[src/rtl/core/krr_pkg.sv]
package krr_pkg;

  // Key field and frame store geometry
  localparam int NUM_KEYS     = 20;
  localparam int KEY_W        = 20;
  localparam int RECORD_DEPTH = 4096;
  localparam int ADDR_W       = $clog2(RECORD_DEPTH);
  localparam int CNT_W        = $clog2(RECORD_DEPTH + 1);
  localparam int LIMIT_W      = 13;
  localparam int MODE_W       = 2;
  localparam int DIR_W        = 3;
  localparam int CFG_DATA_W   = 13;
  localparam int CFG_IDX_W    = 1;

  localparam logic [KEY_W-1:0] KEY_MASK = KEY_W'((64'd1 << NUM_KEYS) - 64'd1);

  // Mode register codes; the unused code behaves as live
  localparam logic [MODE_W-1:0] MODE_LIVE   = 2'd0;
  localparam logic [MODE_W-1:0] MODE_RECORD = 2'd1;
  localparam logic [MODE_W-1:0] MODE_REPLAY = 2'd2;

  // Register indexes
  localparam logic [CFG_IDX_W-1:0] REG_MODE        = 1'd0;
  localparam logic [CFG_IDX_W-1:0] REG_FRAME_LIMIT = 1'd1;

  // Key bit positions
  localparam int BIT_W = 0;
  localparam int BIT_S = 1;
  localparam int BIT_A = 2;
  localparam int BIT_D = 3;
  localparam int BIT_E = 6;
  localparam int BIT_Q = 7;

  // Direction codes
  localparam logic [DIR_W-1:0] DIR_FWD   = 3'd0;
  localparam logic [DIR_W-1:0] DIR_BACK  = 3'd1;
  localparam logic [DIR_W-1:0] DIR_RT    = 3'd2;
  localparam logic [DIR_W-1:0] DIR_LT    = 3'd3;
  localparam logic [DIR_W-1:0] DIR_UP    = 3'd4;
  localparam logic [DIR_W-1:0] DIR_DOWN  = 3'd5;
  localparam logic [DIR_W-1:0] DIR2_NONE = 3'd4;
  localparam logic [DIR_W-1:0] DIR3_NONE = 3'd6;

  // Item waiting for its frame store read
  typedef struct packed {
    logic             valid;
    logic             hit;
    logic             replay;
    logic [KEY_W-1:0] keys;
  } stage_t;

  // One result beat
  typedef struct packed {
    logic             replaying;
    logic [DIR_W-1:0] dir3_press;
    logic [DIR_W-1:0] dir3_trigger;
    logic [DIR_W-1:0] dir_press;
    logic [DIR_W-1:0] dir_trigger;
    logic [KEY_W-1:0] release_mask;
    logic [KEY_W-1:0] trigger_mask;
    logic [KEY_W-1:0] pressed_mask;
  } result_t;

  // First key in W, S, D, A order wins
  function automatic logic [DIR_W-1:0] dir2(input logic [KEY_W-1:0] m);
    logic [DIR_W-1:0] d;
    d = DIR2_NONE;
    if (m[BIT_A]) d = DIR_LT;
    if (m[BIT_D]) d = DIR_RT;
    if (m[BIT_S]) d = DIR_BACK;
    if (m[BIT_W]) d = DIR_FWD;
    return d;
  endfunction

  // First key in W, S, D, A, E, Q order wins
  function automatic logic [DIR_W-1:0] dir3(input logic [KEY_W-1:0] m);
    logic [DIR_W-1:0] d;
    d = DIR3_NONE;
    if (m[BIT_Q]) d = DIR_DOWN;
    if (m[BIT_E]) d = DIR_UP;
    if (m[BIT_A]) d = DIR_LT;
    if (m[BIT_D]) d = DIR_RT;
    if (m[BIT_S]) d = DIR_BACK;
    if (m[BIT_W]) d = DIR_FWD;
    return d;
  endfunction

endpackage

[src/rtl/core/krr_edge.sv]
module krr_edge
  import krr_pkg::*;
(
  input  logic             clk,
  input  logic             rst_n,
  input  stage_t           s1,
  input  logic [KEY_W-1:0] rd_data,
  input  logic             out_ready,
  output logic             s1_adv,
  output logic             out_valid,
  output result_t          res
);

  logic             out_valid_r;
  logic             out_valid_nxt;
  logic [KEY_W-1:0] last_keys_r;
  result_t          res_r;
  result_t          res_nxt;
  logic [KEY_W-1:0] cur;
  logic [KEY_W-1:0] trig;
  logic [KEY_W-1:0] rel;

  // Advance when the output register is free or being drained
  assign s1_adv = s1.valid && (!out_valid_r || out_ready);

  // Pick the mask used this frame
  always_comb begin
    if (s1.hit) begin
      cur = rd_data & KEY_MASK;
    end else if (s1.replay) begin
      cur = '0;
    end else begin
      cur = s1.keys;
    end
  end

  assign trig = (last_keys_r ^ cur) & cur;
  assign rel  = (last_keys_r ^ cur) & last_keys_r;

  // Build the result beat
  always_comb begin
    res_nxt.pressed_mask = cur;
    res_nxt.trigger_mask = trig;
    res_nxt.release_mask = rel;
    res_nxt.dir_trigger  = dir2(trig);
    res_nxt.dir_press    = dir2(cur);
    res_nxt.dir3_trigger = dir3(trig);
    res_nxt.dir3_press   = dir3(cur);
    res_nxt.replaying    = s1.replay;
  end

  always_comb begin
    out_valid_nxt = out_valid_r;
    if (s1_adv) begin
      out_valid_nxt = 1'b1;
    end else if (out_ready) begin
      out_valid_nxt = 1'b0;
    end
  end

  // Hold previous frame and the output register
  always_ff @(posedge clk) begin
    if (!rst_n) begin
      out_valid_r <= 1'b0;
      last_keys_r <= '0;
    end else begin
      out_valid_r <= out_valid_nxt;
      if (s1_adv) begin
        last_keys_r <= cur;
      end
    end
  end

  always_ff @(posedge clk) begin
    if (s1_adv) begin
      res_r <= res_nxt;
    end
  end

  assign out_valid = out_valid_r;
  assign res       = res_r;

endmodule

[config.mk]
export PLATFORM = sky130hd
export DESIGN_NAME = krr_edge
export DESIGN_NICKNAME = d
export VERILOG_FILES = /design/src/rtl/core/krr_pkg.sv /design/src/rtl/core/krr_edge.sv
export SDC_FILE = /design/constraint.sdc
export NUM_CORES = 1
export LEC_CHECK = 0
export BUFFER_PORTS_ARGS = -buffer_cell sky130_fd_sc_hd__buf_2
export CAP_MARGIN = 20
export CORE_MARGIN = 1
export CORE_UTILIZATION = 35
export DETAILED_ROUTE_END_ITERATION = 10
export PLACE_DENSITY = 0.66
export SKIP_LAST_GASP = 1
export SYNTH_ARGS = -nofsm -noshare
export SYNTH_HDL_FRONTEND = slang
export SYNTH_SLANG_ARGS = --single-unit
[constraint.sdc]
create_clock -name clk -period 4.1 [get_ports clk]
set_input_delay 0.41 -clock clk [delete_from_list [all_inputs] [get_ports clk]]
set_output_delay 0.41 -clock clk [all_outputs]
set_load 0.005 [all_outputs]
==> impl_metrics.tcl <==
set metrics [dict create \
    design.core.area_um2 9820 \
    grt_max_degree 73 \
    antenna_found_initial 0 \
    hold_class "in2reg" \
    finalSetupViolations 0 \
    async_flop_share 0 \
    root_buffer "clkbuf_8" \
    clockPowerShare 0.279 \
    routed_via_density 4.64 \
    finClkSkew_ns 0.00987 \
    cts-resized-gates 0 \
    place_hpwl_um 4880 \
    rsz0062_at_grt "no" \
    dieArea_um2 10600 \
    p_int_mw 1.43 \
    synthFlopType "edfxtp_1" \
    slowest_delay_ns 0.49 \
    yosys-top-cells-count "edfxtp_1, nor2_1, inv_1" \
    synth.net_count 310 \
    switching_share 0.245 \
    hold_depth 3 \
    drt-initial-drc-count 84 \
    slew_headroom 0.387 \
    via_count 2438 \
    synth_edf_count 73 \
    pwr-share-comb 0.118 \
    p_leak_nw 1.94 \
    finalCritPeriodShare 0.469 \
    yosys.area.top_type_share 0.613 \
    worstMarginPinSlew_ns 0.918 \
    reg2reg_depth 4 \
    diodes 0 \
    nets 433 \
    cts_buffers 9 \
    antenna_left 0 \
    groute.usage.overall 0.136 \
    die_w_um 103 \
    critPathLaunchType "primary input" \
    p_per_area_nw_per_um2 422 \
    yosysTopAreaCell "edfxtp_1" \
    avgSynthCellArea_um2 13.5 \
    synth.top_cells.by_area "edfxtp_1, dfxtp_1, nor2_1" \
    cts.sink_count 94 \
    ys_warn_count 0 \
    grt_first_pass_wirelength_um 10600 \
    syn2layout_area_growth_pct 25.5 \
    crit_fanout 27 \
    synth.distinct_cells 31 \
    power_switching_mw 0.464 \
    placed_cells 509 \
    maxCapViolations 0 \
    drc 0 \
    dr.pass1.iters 4 \
    ioPinCount 121 \
    synth.cell_area_um2 3570 \
    die_y_um 103 \
    seqPwrFrac 0.602 \
    io_buffers 120 \
    fmax_ghz 0.520 \
    avgRoutedWirePerCell_um 13.7 \
    layout-drive-gt1-share 0.372 \
    drv_slew 0 \
    path_cells "buf_2, nor2_4, a22oi_1, o21ai_0, a221oi_2" \
    cts_setup_buffers 0 \
    cp-end-kind "flop" \
    routed_wl_um 7200 \
    grt_pass1_vias 2132 \
    htree_levels 3 \
    cp_slowest_cell "a22oi_1" \
    power.total_mw 1.89 \
    path_depth 5 \
    ys_seq_area_frac 0.731 \
    report.final.hold_viol_count 0 \
    fin_cells 525 \
    cts_tree "built" \
    clk_latency_ns 0.35 \
    path_class "in2reg" \
    synth_seq_cells 94 \
    num_rows 36 \
    peakVddDrop_v 0.000152 \
    grt-ovfl-total 0 \
    netlist_instances 264 \
    status "complete, no violations" \
    place.gp.congestion 0.793 \
    postCtsHoldBufs 0 \
    finalCriticalPeriod_ns 1.92 \
    start_util 0.364 \
    worst_ep_required_time_ns 4.28 \
    final.setup.tns_ns 0 \
    cts_buffer_depth 2 \
    synth_most_common_cell "edfxtp_1" \
    cpLargestDelayFamily "compound AO/OA/AOI/OAI gates" \
    cp_num_buf_inv 1 \
    arrival_ns 2.10 \
    clk_pin_slew_ns 0.08 \
]
==> power groups by stage <==
stage | Combinational, mW | Clock [mW] | Sequential, mW
6_report | 0.224 | 0.528 | 1.14
5_1_grt | 0.252 | 0.593 | 1.15
4_1_cts | 0.227 | 0.553 | 1.14
3_5_place_dp | 0.226 | 0 | 1.16
3_3_place_gp | 0.221 | 0 | 1.16
2_1_floorplan | 0.110 | 0 | 1.17
==> cell families after synthesis <==
logic type | Yosys count | share of synthesized area
buffers and inverters | 34 | 0.0389
flip-flops | 94 | 0.731
AND/OR/NAND/NOR | 76 | 0.103
AO/OA/AOI/OAI | 60 | 0.127
==> final timing paths <==
check / from / end / slack, ns
min reg2reg: last_keys_r[14]$_SDFFE_PN0P_ / res[34]$_DFFE_PP_ / 0.51
max: s1[21] / res[66]$_SDFFCE_PP0P_ / 2.18
max reg2reg: out_valid$_SDFFE_PN0P_ / last_keys_r[6]$_SDFFE_PN0P_ / 2.51
min: s1[22] / out_valid$_SDFFE_PN0P_ / 0.28
==> worst min-delay path: cells and delay by family <==
| kind | cells | cell delay [ns] |
|---|---|---|
| simple gates | 1 | 0.07 |
| buf+inv | 1 | 0.09 |
| compound gates | 1 | 0.03 |
==> cell usage in the layout, fill, tap and decap left out, drive strengths merged, types with 2 or more instances in the layout <==
cell	count
a211oi	20
a21oi	7
a22oi	18
and2	20
buf	122
clkbuf	10
clkinv	6
dfxtp	21
edfxtp	73
inv	24
nand2	4
nor2	45
nor2b	2
nor3	2
o21ai	6
o22ai	2
==> metrics by stage <==
step / utilization / setup slack [ns] / hold slack (ns) / cell area [µm²]
2_1_floorplan: - / 0.680 / 0.485 / 3570
4_1_cts: 0.457 / 2.17 / 0.274 / 4480
6_report: 0.457 / 2.18 / 0.284 / 4480
3_3_place_gp: 0.440 / 1.89 / 0.496 / 4320
3_5_place_dp: 0.440 / 1.84 / 0.500 / 4320
5_1_grt: 0.457 / 1.96 / 0.306 / 4480
==> routing by layer <==
layer,wire [µm],track usage,vias up
met4,114,0.0553,0
met2,3570,0.222,81
met1,3130,0.171,1137
met5,0,0,-
li1,-,-,1207
met3,384,0.0380,13
==> sequential cells by signal, summed over array words and instances, names as in the netlist <==
name	flops
out_valid	1
res	73
last_keys_r	20
==> final cells by class <==
type | count | area, µm²
well taps | 133 | 166
flip-flops and latches | 94 | 2610
clock buffers | 10 | 128
multi-input cells | 136 | 833
repair buffers | 122 | 616
clock inverters | 6 | 38.8
fillers | 961 | 5340
inverters | 24 | 90.1
Power figures use the tool's default switching activity.
