[src/rtl/core/krr_pkg.sv]
package krr_pkg;

  // Key field and frame store geometry
  localparam int NUM_KEYS     = 20;
  localparam int KEY_W        = 20;
  localparam int RECORD_DEPTH = 4096;
  localparam int ADDR_W       = $clog2(RECORD_DEPTH);
  localparam int CNT_W        = $clog2(RECORD_DEPTH + 1);
  localparam int LIMIT_W      = 13;
  localparam int MODE_W       = 2;
  localparam int DIR_W        = 3;
  localparam int CFG_DATA_W   = 13;
  localparam int CFG_IDX_W    = 1;

  localparam logic [KEY_W-1:0] KEY_MASK = KEY_W'((64'd1 << NUM_KEYS) - 64'd1);

  // Mode register codes; the unused code behaves as live
  localparam logic [MODE_W-1:0] MODE_LIVE   = 2'd0;
  localparam logic [MODE_W-1:0] MODE_RECORD = 2'd1;
  localparam logic [MODE_W-1:0] MODE_REPLAY = 2'd2;

  // Register indexes
  localparam logic [CFG_IDX_W-1:0] REG_MODE        = 1'd0;
  localparam logic [CFG_IDX_W-1:0] REG_FRAME_LIMIT = 1'd1;

  // Key bit positions
  localparam int BIT_W = 0;
  localparam int BIT_S = 1;
  localparam int BIT_A = 2;
  localparam int BIT_D = 3;
  localparam int BIT_E = 6;
  localparam int BIT_Q = 7;

  // Direction codes
  localparam logic [DIR_W-1:0] DIR_FWD   = 3'd0;
  localparam logic [DIR_W-1:0] DIR_BACK  = 3'd1;
  localparam logic [DIR_W-1:0] DIR_RT    = 3'd2;
  localparam logic [DIR_W-1:0] DIR_LT    = 3'd3;
  localparam logic [DIR_W-1:0] DIR_UP    = 3'd4;
  localparam logic [DIR_W-1:0] DIR_DOWN  = 3'd5;
  localparam logic [DIR_W-1:0] DIR2_NONE = 3'd4;
  localparam logic [DIR_W-1:0] DIR3_NONE = 3'd6;

  // Item waiting for its frame store read
  typedef struct packed {
    logic             valid;
    logic             hit;
    logic             replay;
    logic [KEY_W-1:0] keys;
  } stage_t;

  // One result beat
  typedef struct packed {
    logic             replaying;
    logic [DIR_W-1:0] dir3_press;
    logic [DIR_W-1:0] dir3_trigger;
    logic [DIR_W-1:0] dir_press;
    logic [DIR_W-1:0] dir_trigger;
    logic [KEY_W-1:0] release_mask;
    logic [KEY_W-1:0] trigger_mask;
    logic [KEY_W-1:0] pressed_mask;
  } result_t;

  // First key in W, S, D, A order wins
  function automatic logic [DIR_W-1:0] dir2(input logic [KEY_W-1:0] m);
    logic [DIR_W-1:0] d;
    d = DIR2_NONE;
    if (m[BIT_A]) d = DIR_LT;
    if (m[BIT_D]) d = DIR_RT;
    if (m[BIT_S]) d = DIR_BACK;
    if (m[BIT_W]) d = DIR_FWD;
    return d;
  endfunction

  // First key in W, S, D, A, E, Q order wins
  function automatic logic [DIR_W-1:0] dir3(input logic [KEY_W-1:0] m);
    logic [DIR_W-1:0] d;
    d = DIR3_NONE;
    if (m[BIT_Q]) d = DIR_DOWN;
    if (m[BIT_E]) d = DIR_UP;
    if (m[BIT_A]) d = DIR_LT;
    if (m[BIT_D]) d = DIR_RT;
    if (m[BIT_S]) d = DIR_BACK;
    if (m[BIT_W]) d = DIR_FWD;
    return d;
  endfunction

endpackage

[src/rtl/core/krr_ctrl.sv]
module krr_ctrl
  import krr_pkg::*;
(
  input  logic                  clk,
  input  logic                  rst_n,
  input  logic                  cfg_we,
  input  logic [CFG_IDX_W-1:0]  cfg_index,
  input  logic [CFG_DATA_W-1:0] cfg_wdata,
  input  logic                  in_accept,
  input  logic [KEY_W-1:0]      in_keys,
  input  logic                  s1_adv,
  output stage_t                s1,
  output logic                  ram_we,
  output logic [ADDR_W-1:0]     ram_waddr,
  output logic [KEY_W-1:0]      ram_wdata,
  output logic                  ram_re,
  output logic [ADDR_W-1:0]     ram_raddr
);

  logic [MODE_W-1:0]  mode_r;
  logic [LIMIT_W-1:0] limit_r;
  logic [CNT_W-1:0]   rec_cnt_r;
  logic [CNT_W-1:0]   rep_pos_r;
  stage_t             s1_r;
  stage_t             s1_nxt;
  logic [CNT_W-1:0]   limit_cap;
  logic               rec_ok;
  logic               rep_hit;
  logic               is_replay;
  logic [KEY_W-1:0]   keys_m;

  // Cap the frame limit at the store depth
  assign limit_cap = (32'(limit_r) > 32'(RECORD_DEPTH)) ? CNT_W'(RECORD_DEPTH)
                                                         : CNT_W'(limit_r);

  assign is_replay = (mode_r == MODE_REPLAY);
  assign rec_ok    = (mode_r == MODE_RECORD) && (rec_cnt_r < limit_cap);
  assign rep_hit   = is_replay && (rep_pos_r < rec_cnt_r);
  assign keys_m    = in_keys & KEY_MASK;

  // Frame store access for the accepted beat
  assign ram_we    = in_accept && rec_ok;
  assign ram_waddr = rec_cnt_r[ADDR_W-1:0];
  assign ram_wdata = keys_m;
  assign ram_re    = in_accept;
  assign ram_raddr = rep_pos_r[ADDR_W-1:0];

  // Load the read stage on accept, drop it when it moves on
  always_comb begin
    s1_nxt = s1_r;
    if (in_accept) begin
      s1_nxt.valid  = 1'b1;
      s1_nxt.hit    = rep_hit;
      s1_nxt.replay = is_replay;
      s1_nxt.keys   = keys_m;
    end else if (s1_adv) begin
      s1_nxt.valid = 1'b0;
    end
  end

  // Registers, counters and stage
  always_ff @(posedge clk) begin
    if (!rst_n) begin
      mode_r       <= MODE_LIVE;
      limit_r      <= '0;
      rec_cnt_r    <= '0;
      rep_pos_r    <= '0;
      s1_r.valid   <= 1'b0;
    end else begin
      s1_r <= s1_nxt;
      if (cfg_we) begin
        unique case (cfg_index)
          REG_MODE: begin
            mode_r <= cfg_wdata[MODE_W-1:0];
            if (cfg_wdata[MODE_W-1:0] == MODE_RECORD) rec_cnt_r <= '0;
            if (cfg_wdata[MODE_W-1:0] == MODE_REPLAY) rep_pos_r <= '0;
          end
          REG_FRAME_LIMIT: limit_r <= cfg_wdata[LIMIT_W-1:0];
          default: ;
        endcase
      end else if (in_accept) begin
        if (rec_ok)  rec_cnt_r <= rec_cnt_r + CNT_W'(1);
        if (rep_hit) rep_pos_r <= rep_pos_r + CNT_W'(1);
      end
    end
  end

  assign s1 = s1_r;

endmodule

[config.mk]
export PLATFORM = sky130hd
export DESIGN_NAME = krr_ctrl
export DESIGN_NICKNAME = d
export VERILOG_FILES = /design/src/rtl/core/krr_pkg.sv /design/src/rtl/core/krr_ctrl.sv
export SDC_FILE = /design/constraint.sdc
export NUM_CORES = 1
export LEC_CHECK = 0
export BUFFER_PORTS_ARGS = -buffer_cell sky130_fd_sc_hd__buf_4
export CAP_MARGIN = 20
export CORE_UTILIZATION = 35
export CTS_BUF_LIST = sky130_fd_sc_hd__clkbuf_8
export CTS_CLUSTER_DIAMETER = 30
export DETAILED_ROUTE_END_ITERATION = 12
export PLACE_DENSITY_LB_ADDON = 0.05
export SLEW_MARGIN = 20
export SYNTH_ARGS = -nofsm -noshare
export SYNTH_HDL_FRONTEND = slang
export SYNTH_SLANG_ARGS = --single-unit
[constraint.sdc]
create_clock -name clk -period 3.15 [get_ports clk]
set_input_delay 0.1575 -clock clk [delete_from_list [all_inputs] [get_ports clk]]
set_output_delay 0.1575 -clock clk [all_outputs]
set_load 0.02 [all_outputs]
==> impl_metrics.yaml <==
status:
  outcome: "finished, final reports clean"
placed_design:
  gp_congestion: 0.792
  hpwl_um: 6360
  io_buffer_count: 107
cts:
  clk_latency_ns: 0.34
  cts.sinks: 64
  htree_levels: 3
  cts_tree: "built"
  cts_resized: 0
  path_clk_slew_ns: 0.07
  max-clock-path-buffers: 2
  root_buffer: "clkbuf_8"
  numCtsBuffers: 9
route:
  wl_per_cell_um: 14.3
  wl_um: 8720
  vias: 2944
  ant_nets: 0
  first_iter_violations: 99
  via_per_inst: 4.84
  drc: 0
  drtPass1Iterations: 4
layout:
  area_delta_synth_final_pct: 28.5
  antennaDiodeCount: 0
  post-route-util: 0.464
  num-nets-final: 535
  drive_above_1_share: 0.276
critical_path:
  reg2reg_from: "limit_r[12]"
  crit_top_cell: "a21o_1"
  start_kind: "flip-flop"
  cp_data_arrival_time_ns: 2.87
  crit_family: "compound AO/OA/AOI/OAI gates"
  cpPeakStageDelay_ns: 0.36
  end_kind: "flip-flop"
  path_max_fanout: 12
  critPathKind: "flip-flop to flip-flop"
  slowest_stage: "a211oi_4"
  crit_path_start: "limit_r[12]"
  cp_cell_sequence: "inv_1, nand2_1, ha_1, a21o_1, a21o_1, a211oi_4, nand3_1, buf_4, o211ai_1, o41ai_1"
  crit_required_ns: 3.34
  worst-path-buf-inv: 2
sta:
  worst_pin_slew_ns: 0.984
  setup_tns_ns: 0
  period_minus_slack_ns: 2.68
  finalSetupViolations: 0
  finalHoldWorstSlack_ns: 0.0622
  finalHoldViolations: 0
  max_slew_margin: 0.344
  max_clock_freq_mhz: 373
  finalCritPeriodShare: 0.851
  slew_violations: 0
  finClkSkew_ns: 0.00744
  rsz0062_at_grt: "false"
pwr:
  power.leakage_nw: 1.82
  p_per_area_mw_per_mm2: 396
  total_power_mw: 1.79
  vdd_drop_max_mv: 0.185
global_route:
  grt_first_pass_wirelength_um: 13200
  grt_pass1_vias: 2619
  antenna_found_initial: 0
  grt_max_degree: 27
  grt_usage: 0.168
  grt_overflow: 0
yosys:
  synth_area_mm2: 0.00351
  ys_ff_latch: 64
  ys_warn_count: 0
  syn_area_per_cell_um2: 9.19
  syn_nets: 447
  ys_types: 43
  ys_seq_area_frac: 0.428
  netlist_instances: 382
floorplan:
  die_w_um: 102
  io_pins: 108
  dieHeight_um: 102
  core_mm2: 0.00973
  num_rows: 36
  start_util: 0.361
  die_area_mm2: 0.0104
hold_path:
  hp-class: "input pin to flip-flop"
  hold_start: "cfg_wdata[2]"
flow_run:
  drv_cap: 0
## layout by cell type (no fill, tap or decap), types with 3 or more instances in the layout
master         count
buf_4            112
or3_1              4
clkbuf_8           9
dlygate4sd3_1     20
o211ai_1           7
or4_1              7
nand4_1           11
ha_1              26
a21oi_1           34
nand2_1           54
nand2b_1           3
dfxtp_1           42
o31ai_1           15
and2_1             6
nand3_1           12
nor3_1             4
edfxtp_1          22
o21ai_1            7
nor2_1            15
inv_1             24
o21ai_0            6
mux2i_1            3
and3_1             3
## metal layers
| layer | GRT usage | share of wire | routed length (µm) | up-vias |
|---|---|---|---|---|
| met5 | 0 | 0 | 0 | - |
| met4 | 0.0516 | 0.010 | 89 | 0 |
| met3 | 0.0445 | 0.051 | 445 | 6 |
| met2 | 0.260 | 0.44 | 3870 | 78 |
| met1 | 0.229 | 0.49 | 4310 | 1363 |
| li1 | - | - | - | 1497 |
## worst reg2reg max path: stages (launching register included)
cell and delay [ns]:
dfxtp_1 0.32, inv_1 0.26, nand2_1 0.11, ha_1 0.30
a21o_1 0.16, a21o_1 0.21, a211oi_4 0.36, nand3_1 0.27
buf_4 0.24, o211ai_1 0.21, o41ai_1 0.10
## flip-flops by register name (all words and copies together), names as in the netlist
signal,count
rep_pos_r,13
mode_r,2
s1,23
limit_r,13
rec_cnt_r,13
## power by group
part	internal [mW]	switching [mW]
combinational	0.110	0.124
clock	0.352	0.305
sequential	0.884	0.0113
## final timing paths
check | to | slack, ns | cells after the start
setup reg to reg | rec_cnt_r[3] | 0.47 | 10
setup / recovery | rec_cnt_r[3] | 0.47 | 10
hold / removal | limit_r[2] | 0.06 | 3
hold reg to reg | limit_r[7] | 0.46 | 2
## stage by stage
step,instances,instance area (µm²),setup slack (ns)
6_report,608,4510,0.469
5_1_grt,608,4510,0.287
4_1_cts,607,4500,0.462
3_5_place_dp,572,4130,0.472
3_3_place_gp,572,4130,0.599
2_1_floorplan,382,3510,0.832
## cell families (layout without fill, tap and decap cells)
kind of cell,Yosys count,after routing,synth area share
flops,64,64,0.428
mux,3,3,0.00856
buf+inv,77,170,0.133
fa+ha+maj,26,26,0.0927
simple gates,129,129,0.185
compound gates,83,83,0.153
## repair_timing
item,4_1_cts,5_1_grt
hold endpoints to repair,19,1
hold buffers,19,1
setup buffers,0,0
## area by class of cell
type	count	area [µm²]
repair buffers	132	1040
fillers	986	5220
multi-input cells	241	1540
clock buffers	9	124
clock inverters	7	55.1
well taps	133	166
inverters	22	82.6
flip-flops and latches	64	1500
## synth_stat cells (all sizes together)
master	n	area (µm²)
and2b	1	10.0
a211oi	3	40.0
a21o	2	15.0
nand4	11	68.8
nor4	2	27.5
o211ai	8	65.1
edfxtp	22	661
and2	6	37.5
o41ai	2	17.5
clkbuf	7	26.3
nand2b	3	18.8
nor3b	1	7.51
nor2	15	56.3
a41oi	2	17.5
nor2b	2	12.5
buf	48	359
nand2	54	203
or2	1	6.26
a21oi	36	188
nor4b	1	8.76
or4	7	52.6
nor3	4	20.0
or3	4	25.0
and3	3	18.8
nand3	12	60.1
o31ai	15	113
dfxtp	42	841
mux2i	3	30.0
o21ai	13	65.1
inv	22	82.6
or3b	1	8.76
a31o	1	8.76
ha	26	325
a31oi	1	6.26
nand3b	1	7.51
(Power assumes the default switching activity.)
